`config.mk`:
```
export PLATFORM = sky130hd
export DESIGN_NAME = pulse_distance_ir_encoder
export DESIGN_NICKNAME = d
export VERILOG_FILES = /design/src/hw/rtl/pdie_pkg.sv /design/src/hw/rtl/pdie_front.sv /design/src/hw/rtl/pdie_queue.sv /design/src/hw/rtl/pdie_back.sv /design/src/hw/rtl/pulse_distance_ir_encoder.sv
export SDC_FILE = /design/constraint.sdc
export NUM_CORES = 1
export LEC_CHECK = 0
export ABC_AREA = 1
export CAP_MARGIN = 25
export CORE_UTILIZATION = 50
export DETAILED_ROUTE_END_ITERATION = 12
export DONT_BUFFER_PORTS = 1
export PLACE_DENSITY_LB_ADDON = 0.15
export SYNTH_ARGS = -nofsm -noshare
export SYNTH_HDL_FRONTEND = slang
export SYNTH_HIERARCHICAL = 1
export SYNTH_SLANG_ARGS = --single-unit
```
`constraint.sdc`:
```
create_clock -name i_clk -period 3 [get_ports i_clk]
set_input_delay 0.9 -clock i_clk [delete_from_list [all_inputs] [get_ports i_clk]]
set_output_delay 0.9 -clock i_clk [all_outputs]
set_load 0.005 [all_outputs]
```
`src/hw/rtl/pdie_pkg.sv`:
```
// Shared types and constants of the pulse-distance IR encoder.
// Holds item structs, register file layout and sequencer step codes; no dependencies.
`default_nettype none
package pdie_pkg;

    localparam int DUR_W = 18;
    localparam int CFG_IDX_W = 4;
    localparam int CFG_DATA_W = DUR_W;
    localparam int STEP_W = 5;
    localparam int QUEUE_DEPTH_DEF = 2;

    localparam logic [DUR_W-1:0] HDR_MARK_RST   = DUR_W'(9000);
    localparam logic [DUR_W-1:0] HDR_SPACE_RST  = DUR_W'(4500);
    localparam logic [DUR_W-1:0] BIT_MARK_RST   = DUR_W'(560);
    localparam logic [DUR_W-1:0] ONE_SPACE_RST  = DUR_W'(1690);
    localparam logic [DUR_W-1:0] ZERO_SPACE_RST = DUR_W'(560);
    localparam logic [DUR_W-1:0] GAP_RST        = DUR_W'(20000);

    typedef struct packed {
        logic [7:0] data_byte;
        logic       last_byte;
    } t_in_item;

    typedef struct packed {
        logic [DUR_W-1:0] duration_us;
        logic             is_mark;
        logic             end_of_run;
    } t_out_item;

    typedef struct packed {
        logic [DUR_W-1:0] header_mark_us;
        logic [DUR_W-1:0] header_space_us;
        logic [DUR_W-1:0] bit_mark_us;
        logic [DUR_W-1:0] one_space_us;
        logic [DUR_W-1:0] zero_space_us;
        logic [DUR_W-1:0] gap_us;
        logic             footer_enable;
        logic             msb_first;
    } t_cfg;

    typedef enum logic [CFG_IDX_W-1:0] {
        CFG_HEADER_MARK  = 4'd0,
        CFG_HEADER_SPACE = 4'd1,
        CFG_BIT_MARK     = 4'd2,
        CFG_ONE_SPACE    = 4'd3,
        CFG_ZERO_SPACE   = 4'd4,
        CFG_GAP          = 4'd5,
        CFG_FOOTER_EN    = 4'd6,
        CFG_MSB_FIRST    = 4'd7
    } t_cfg_idx;

    // bits in send order, header, footer and gap flags
    typedef struct packed {
        logic [7:0] bits;
        logic       hdr;
        logic       ftr;
        logic       gap;
    } t_cmd;

    localparam logic [STEP_W-1:0] STEP_HDR_MARK      = STEP_W'(0);
    localparam logic [STEP_W-1:0] STEP_HDR_SPACE     = STEP_W'(1);
    localparam logic [STEP_W-1:0] STEP_BIT0_MARK     = STEP_W'(2);
    localparam logic [STEP_W-1:0] STEP_LAST_BIT_SPACE = STEP_W'(17);
    localparam logic [STEP_W-1:0] STEP_FOOTER        = STEP_W'(18);
    localparam logic [STEP_W-1:0] STEP_GAP           = STEP_W'(19);

endpackage
`default_nettype wire

```
`src/hw/rtl/pdie_front.sv`:
```
// Front end: accepts bytes, tracks the open frame and builds sequencer commands.
// Depends on pdie_pkg.
`default_nettype none
module pdie_front
    import pdie_pkg::*;
(
    input  wire logic     i_clk,
    input  wire logic     i_rst_n,
    input  wire logic     i_valid,
    output logic          o_ready,
    input  wire t_in_item i_data,
    input  wire t_cfg     i_cfg,
    output logic          o_push,
    output t_cmd          o_cmd,
    input  wire logic     i_push_ready
);

    logic r_in_frame;
    logic n_in_frame;
    logic [7:0] ordered;

    always_comb begin
        for (int k = 0; k < 8; k++) begin
            ordered[k] = i_cfg.msb_first ? i_data.data_byte[7-k] : i_data.data_byte[k];
        end
    end

    assign o_ready = i_push_ready;
    assign o_push  = i_valid && i_push_ready;

    always_comb begin
        o_cmd.bits = ordered;
        o_cmd.hdr  = !r_in_frame;
        o_cmd.ftr  = i_data.last_byte && i_cfg.footer_enable;
        o_cmd.gap  = i_data.last_byte && (i_cfg.gap_us != '0);
        n_in_frame = o_push ? !i_data.last_byte : r_in_frame;
    end

    always_ff @(posedge i_clk) begin
        if (!i_rst_n) begin
            r_in_frame <= 1'b0;
        end else begin
            r_in_frame <= n_in_frame;
        end
    end

endmodule
`default_nettype wire

```
`src/hw/rtl/pdie_queue.sv`:
```
// Short command queue between front end and sequencer.
// Depends on pdie_pkg.
`default_nettype none
module pdie_queue
    import pdie_pkg::*;
#(
    parameter int DEPTH = QUEUE_DEPTH_DEF
) (
    input  wire logic i_clk,
    input  wire logic i_rst_n,
    input  wire logic i_push,
    input  wire t_cmd i_cmd,
    output logic      o_push_ready,
    input  wire logic i_pop,
    output logic      o_valid,
    output t_cmd      o_cmd
);

    localparam int PW = (DEPTH > 1) ? $clog2(DEPTH) : 1;
    localparam int CW = $clog2(DEPTH + 1);

    t_cmd          r_mem [DEPTH];
    logic [PW-1:0] r_wr_ptr, n_wr_ptr;
    logic [PW-1:0] r_rd_ptr, n_rd_ptr;
    logic [CW-1:0] r_count, n_count;

    assign o_push_ready = (r_count != CW'(DEPTH));
    assign o_valid      = (r_count != '0);
    assign o_cmd        = r_mem[r_rd_ptr];

    always_comb begin
        n_wr_ptr = r_wr_ptr;
        n_rd_ptr = r_rd_ptr;
        n_count  = r_count;
        if (i_push) begin
            n_wr_ptr = (r_wr_ptr == PW'(DEPTH - 1)) ? '0 : r_wr_ptr + PW'(1);
        end
        if (i_pop) begin
            n_rd_ptr = (r_rd_ptr == PW'(DEPTH - 1)) ? '0 : r_rd_ptr + PW'(1);
        end
        if (i_push && !i_pop) begin
            n_count = r_count + CW'(1);
        end else if (!i_push && i_pop) begin
            n_count = r_count - CW'(1);
        end
    end

    always_ff @(posedge i_clk) begin
        if (i_push) begin
            r_mem[r_wr_ptr] <= i_cmd;
        end
    end

    always_ff @(posedge i_clk) begin
        if (!i_rst_n) begin
            r_wr_ptr <= '0;
            r_rd_ptr <= '0;
            r_count  <= '0;
        end else begin
            r_wr_ptr <= n_wr_ptr;
            r_rd_ptr <= n_rd_ptr;
            r_count  <= n_count;
        end
    end

endmodule
`default_nettype wire

```
`src/hw/rtl/pdie_back.sv`:
```
// Back end: steps durations into an output register, one per cycle unless stalled.
// Depends on pdie_pkg.
`default_nettype none
module pdie_back
    import pdie_pkg::*;
(
    input  wire logic i_clk,
    input  wire logic i_rst_n,
    input  wire t_cfg i_cfg,
    input  wire logic i_cmd_valid,
    input  wire t_cmd i_cmd,
    output logic      o_pop,
    output logic      o_valid,
    input  wire logic i_ready,
    output t_out_item o_data
);

    logic              r_mid, n_mid;
    logic [STEP_W-1:0] r_step, n_step;
    logic              r_valid, n_valid;
    t_out_item         r_data, n_data;

    logic              advance;
    logic              emit;
    logic [STEP_W-1:0] cur;
    logic [STEP_W-1:0] nxt;
    logic [STEP_W-1:0] bit_pos;
    logic              last;

    assign advance = !r_valid || i_ready;
    assign emit    = advance && i_cmd_valid;
    assign cur     = r_mid ? r_step : (i_cmd.hdr ? STEP_HDR_MARK : STEP_BIT0_MARK);
    assign bit_pos = cur - STEP_BIT0_MARK;

    always_comb begin
        nxt = cur + STEP_W'(1);
        last = 1'b0;
        n_data.is_mark = 1'b0;
        n_data.duration_us = i_cfg.bit_mark_us;
        if (cur == STEP_HDR_MARK) begin
            n_data.duration_us = i_cfg.header_mark_us;
            n_data.is_mark     = 1'b1;
        end else if (cur == STEP_HDR_SPACE) begin
            n_data.duration_us = i_cfg.header_space_us;
        end else if (cur == STEP_FOOTER) begin
            n_data.is_mark = 1'b1;
            last           = !i_cmd.gap;
        end else if (cur == STEP_GAP) begin
            n_data.duration_us = i_cfg.gap_us;
            last               = 1'b1;
        end else if (!bit_pos[0]) begin
            n_data.is_mark = 1'b1;
        end else begin
            n_data.duration_us = i_cmd.bits[bit_pos[3:1]] ? i_cfg.one_space_us
                                                          : i_cfg.zero_space_us;
            if (cur == STEP_LAST_BIT_SPACE) begin
                last = !i_cmd.ftr && !i_cmd.gap;
                nxt  = i_cmd.ftr ? STEP_FOOTER : STEP_GAP;
            end
        end
        n_data.end_of_run = last;

        o_pop   = emit && last;
        n_mid   = r_mid;
        n_step  = r_step;
        n_valid = r_valid;
        if (advance) begin
            n_valid = i_cmd_valid;
        end
        if (emit) begin
            n_mid  = !last;
            n_step = nxt;
        end
    end

    always_ff @(posedge i_clk) begin
        if (!i_rst_n) begin
            r_mid   <= 1'b0;
            r_step  <= STEP_HDR_MARK;
            r_valid <= 1'b0;
        end else begin
            r_mid   <= n_mid;
            r_step  <= n_step;
            r_valid <= n_valid;
        end
    end

    always_ff @(posedge i_clk) begin
        if (emit) begin
            r_data <= n_data;
        end
    end

    assign o_valid = r_valid;
    assign o_data  = r_data;

endmodule
`default_nettype wire

```
`src/hw/rtl/pulse_distance_ir_encoder.sv`:
```
// Pulse-distance IR encoder: frame bytes in, mark/space durations out.
// Holds the register file; depends on pdie_pkg, pdie_front, pdie_queue, pdie_back.
//
// Input channel (i_valid/o_ready, i_data): one frame byte per item with its
// last-byte flag. Output channel (o_valid/i_ready, o_data): one duration per
// item, is_mark for carrier on, end_of_run on the last duration of each byte.
// Configuration channel (i_cfg_valid/o_cfg_ready, i_cfg_index, i_cfg_data):
// always ready; unknown indexes are dropped; write only while idle.
// Each byte yields 16 to 20 durations, one per cycle from the sequencer while
// the receiver does not stall; header adds 2, footer and gap 1 each. The
// first duration passes through the command queue, then the output register.
// A command queue of QUEUE_DEPTH entries lets the next bytes enter while one
// is being sent. Reset clears the queue, the output valid flag and the
// open-frame flag, and loads the default timing registers. When the receiver
// stalls, the output register holds and the sequencer waits; bytes keep
// entering until the queue fills.
`default_nettype none
module pulse_distance_ir_encoder
    import pdie_pkg::*;
#(
    parameter int QUEUE_DEPTH = QUEUE_DEPTH_DEF
) (
    input  wire logic                  i_clk,
    input  wire logic                  i_rst_n,
    input  wire logic                  i_valid,
    output logic                       o_ready,
    input  wire t_in_item              i_data,
    output logic                       o_valid,
    input  wire logic                  i_ready,
    output t_out_item                  o_data,
    input  wire logic                  i_cfg_valid,
    output logic                       o_cfg_ready,
    input  wire logic [CFG_IDX_W-1:0]  i_cfg_index,
    input  wire logic [CFG_DATA_W-1:0] i_cfg_data
);

    t_cfg r_cfg;
    logic push, push_ready, pop, cmd_valid;
    t_cmd push_cmd, head_cmd;

    assign o_cfg_ready = 1'b1;

    always_ff @(posedge i_clk) begin
        if (!i_rst_n) begin
            r_cfg.header_mark_us  <= HDR_MARK_RST;
            r_cfg.header_space_us <= HDR_SPACE_RST;
            r_cfg.bit_mark_us     <= BIT_MARK_RST;
            r_cfg.one_space_us    <= ONE_SPACE_RST;
            r_cfg.zero_space_us   <= ZERO_SPACE_RST;
            r_cfg.gap_us          <= GAP_RST;
            r_cfg.footer_enable   <= 1'b1;
            r_cfg.msb_first       <= 1'b0;
        end else if (i_cfg_valid) begin
            case (i_cfg_index)
                CFG_HEADER_MARK:  r_cfg.header_mark_us  <= i_cfg_data[DUR_W-1:0];
                CFG_HEADER_SPACE: r_cfg.header_space_us <= i_cfg_data[DUR_W-1:0];
                CFG_BIT_MARK:     r_cfg.bit_mark_us     <= i_cfg_data[DUR_W-1:0];
                CFG_ONE_SPACE:    r_cfg.one_space_us    <= i_cfg_data[DUR_W-1:0];
                CFG_ZERO_SPACE:   r_cfg.zero_space_us   <= i_cfg_data[DUR_W-1:0];
                CFG_GAP:          r_cfg.gap_us          <= i_cfg_data[DUR_W-1:0];
                CFG_FOOTER_EN:    r_cfg.footer_enable   <= i_cfg_data[0];
                CFG_MSB_FIRST:    r_cfg.msb_first       <= i_cfg_data[0];
                default: begin
                end
            endcase
        end
    end

    pdie_front u_front (
        .i_clk        (i_clk),
        .i_rst_n      (i_rst_n),
        .i_valid      (i_valid),
        .o_ready      (o_ready),
        .i_data       (i_data),
        .i_cfg        (r_cfg),
        .o_push       (push),
        .o_cmd        (push_cmd),
        .i_push_ready (push_ready)
    );

    pdie_queue #(
        .DEPTH (QUEUE_DEPTH)
    ) u_queue (
        .i_clk        (i_clk),
        .i_rst_n      (i_rst_n),
        .i_push       (push),
        .i_cmd        (push_cmd),
        .o_push_ready (push_ready),
        .i_pop        (pop),
        .o_valid      (cmd_valid),
        .o_cmd        (head_cmd)
    );

    pdie_back u_back (
        .i_clk       (i_clk),
        .i_rst_n     (i_rst_n),
        .i_cfg       (r_cfg),
        .i_cmd_valid (cmd_valid),
        .i_cmd       (head_cmd),
        .o_pop       (pop),
        .o_valid     (o_valid),
        .i_ready     (i_ready),
        .o_data      (o_data)
    );

endmodule
`default_nettype wire

```
==> results.md <==
- Area of the multi-input gates: between 0.003 and 0.004 mm^2
- Resized cells post-CTS: 0
- Clock Tree Root: clkbuf_16
- Post-DP Area: 0.00821 mm^2
- Status: finished, final reports clean
- I/O pins: between 50 and 60
- Worst stage delay on the critical path: 0.75 ns
- RSZ-0062 raised after global routing: false
- Total Nets Final: approximately 1100
- CTS tree: built
- Kind of critical path: flip-flop to flip-flop
- First-pass GRT wire length: around 34000 um
- HP Start: r_cfg[24]$_SDFFE_PN1P_
- Total power: roughly 5300 uW
- Largest family of logic cells by synthesized area: simple AND/OR/NAND/NOR gates
- Number of DRC markers in iteration 0: between 600 and 700
- Simple-gate portion of the synthesized area: between 30% and 40%
- FP Rows: 46
- Measured slew at the worst slew-check pin: roughly 1.0 ns
- WL final: 21400 um
- Crit Path Max Fanout: 8
- PnR worst setup slack: roughly 0.28 ns
- Final Cycle Share: 90.6%
- Core ar.: approximately 0.016 mm^2
- Hold Buf Count CTS: 0
- Die Wd: between 100 and 150 um
- Slowest-stage cell, CP: a31oi_1
- Grt ovf: 0
- Max Cap Violations: 0
- Most frequent cells in the layout: nand2_1, nor2_1, dfxtp_1
- CTS clk-pin slew, worst paths: 0.06 ns
- Die ar.: between 0.015 and 0.02 mm^2
- Drt via density: around 5.2
- Crit path arrival time: a little under 3 ns
- Filler Cell Count: around 1600
- P&R area growth vs syn: 7.75%
- Maximum vdd drop: 0.404 mV
- Worst Skew: approximately 0.0073 ns
- Antenna diodes: 0
- Inst Count DP: ~1300
- Post-Syn Nets: ~1200
- Minimum clock period: 2.72 ns
- Largest net degree at the start of global routing: between 100 and 150
- Final GP Congestion: roughly 0.81
- Clock Latency Late Sink: 0.42 ns
- Synth Area per Inst: approximately 7.3 um^2
- Setup TNS: 0 ns
- H-tree lvl count: 4
- Wire per inst: 16.1 um
- CTS buffer count: 17
- Slew Viols, Final: 0
- Synth Area in Adders: 0.461%
- CP startpoint: u_back/r_mid$_SDFFE_PN0P_
- Yosys warns: 6
- CP Capture Type: flip-flop
- Post-Syn Instances: ~1100
- Die span in y: about 130 um
- Hold Crit Class: flip-flop to flip-flop
- Initial antenna violation count: 0
- Worst slack, placed: 0.328 ns
- Most common cell after layout, fill and taps aside: nand2_1
- Yosys cell types: 35
- Synthesized flop and latch total: about 170
- Layout cells sized above 1: a little under a tenth
- Synth Cell Area: between 0.008 and 0.009 mm^2
- Final hold vios: 0
- Worst R2R Start: u_back/r_mid$_SDFFE_PN0P_
- Initial Util: roughly half
- CP Launch Type: flip-flop
- Seq/Total Area, Yosys: a little under half
- Vias in the first global route: 6162
- Post-DP HPWL: about 14000 um
- Max-slew headroom: 30.2%
- Design Area, Final: 0.00877 mm^2
- Post-synthesis mux area share: 1.98%
- Crit-path cells: buf_4 > o21ai_1 > buf_4 > ha_1 > a31oi_1 > buf_4 > nand3_1 > nand2_1 > a21oi_1
- Final cell count without fillers: 1331
- CTS max path bufs: 2
- Final setup viols: 0
- DRC: 0
- Antenna Nets Post-Route: 0
- I/O Buffers: 0
- FF+latch area: ~0.0037 mm^2
- Vias: approximately 6900
- Leakage: 0.00400 uW
- Cell family with most CP delay: compound AO/OA/AOI/OAI gates
- Post-synthesis compound-gate area fraction: 8.61%
- Achievable frequency: 0.368 GHz
- Buffers and inverters on the worst path: 3
- Initial DRT Pass Iterations: 5
- CP required: ~3.2 ns
- Top cell by count, worst path: buf_4
- Clk sinks: between 150 and 200
- Pwr dens: 608 mW/mm^2
- Post-CTS repair timing setup buffer count: 0
- Total GRT Usage: about 27%
- Xor and xnor area share after synthesis: less than 1%
path summary, 6_finish.rpt:
check                                              endpoint  slack, ns  cells after the start
worst max register to register  u_back/o_data[13]$_DFFE_PP_       0.28                      9
worst min-delay path                 r_cfg[24]$_SDFFE_PN1P_       0.46                      2
worst min register to register       r_cfg[24]$_SDFFE_PN1P_       0.46                      2
worst max-delay path            u_back/o_data[13]$_DFFE_PP_       0.28                      9
where the power goes:
group          internal, uW  total (uW)  switching (uW)
registers              2440        2510            73.8
logic                   238         743             504
clock network          1150        2070             927
kinds of logic (layout without fill, tap and decap cells):
logic type / Yosys count / in the layout
and+or+nand+nor: 624 / 624
buffers and inverters: 188 / 182
DFF: 165 / 165
AOI/OAI and AO/OA: 128 / 128
muxes: 11 / 11
adders and majority gates: 3 / 3
other: 1 / 1
xor gates and xnor gates: 1 / 1
per-layer routing:
metal / share of wire, % / wire, um / up-vias / track usage [%]
li1: - / - / 3523 / -
met4: 1.3 / 287 / 0 / 7.32
met1: 48 / 10200 / 3137 / 39.1
met2: 43 / 9180 / 249 / 40.0
met3: 8.1 / 1740 / 21 / 6.73
met5: 0 / 0 / - / 0
Yosys cell counts:
cell / number / area [um^2]
nand4_1: 32 / 200
nor2_1: 212 / 796
buf_6: 11 / 124
or2_0: 1 / 6.26
buf_2: 16 / 80.1
o211ai_1: 14 / 105
nand2_2: 4 / 25.0
nand2_4: 2 / 22.5
clkbuf_1: 20 / 75.1
nor2_4: 6 / 67.6
inv_2: 14 / 52.6
mux2_4: 10 / 150
nor3_4: 1 / 16.3
a21oi_1: 54 / 270
mux2_2: 1 / 11.3
buf_4: 11 / 82.6
o221ai_1: 1 / 8.76
clkinv_2: 1 / 5.00
a31oi_1: 17 / 106
nand3_1: 55 / 275
nand3b_2: 1 / 11.3
o21ai_1: 13 / 65.1
dfxtp_1: 123 / 2460
ha_1: 3 / 37.5
o21ai_0: 29 / 145
edfxtp_1: 42 / 1260
nand3_2: 6 / 60.1
nor3_2: 1 / 10.0
inv_1: 115 / 432
nor2_2: 2 / 12.5
nand4_2: 1 / 12.5
nand3b_1: 2 / 15.0
nand2_1: 298 / 1120
conb_1: 1 / 3.75
xor2_1: 1 / 8.76
metrics by stage:
| step | hold WS, ns | utilization, % |
|---|---|---|
| after floorplan | 0.429 | - |
| after global placement | 0.447 | 51.7 |
| after detailed placement | 0.452 | 51.7 |
| after CTS | 0.468 | 55.2 |
| after global routing | 0.493 | 55.2 |
| final | 0.464 | 55.2 |
registers in the layout, summed over array words and instances, names as in the netlist, named ones only:
register            count
r_cfg                 110
u_back/o_data          20
u_back/o_valid          1
u_back/r_mid            1
u_back/r_step           5
u_front/r_in_frame      1
u_queue/r_count         2
u_queue/r_mem          22
u_queue/r_rd_ptr        1
u_queue/r_wr_ptr        1
worst min-delay path, cell delays in order (launching register included):
cell and delay, ns:
dfxtp_1 0.33, nand2_1 0.05, nand3_1 0.05
layout make-up:
type	instances	share of cell area (%)
flip-flops and latches	165	42.5
repair buffers	20	1.86
clock buffers	17	4.85
multi-input cells	768	40.6
clock inverters	15	1.53
well taps	216	3.08
inverters	130	5.58
Power figures use the tool's default switching activity.
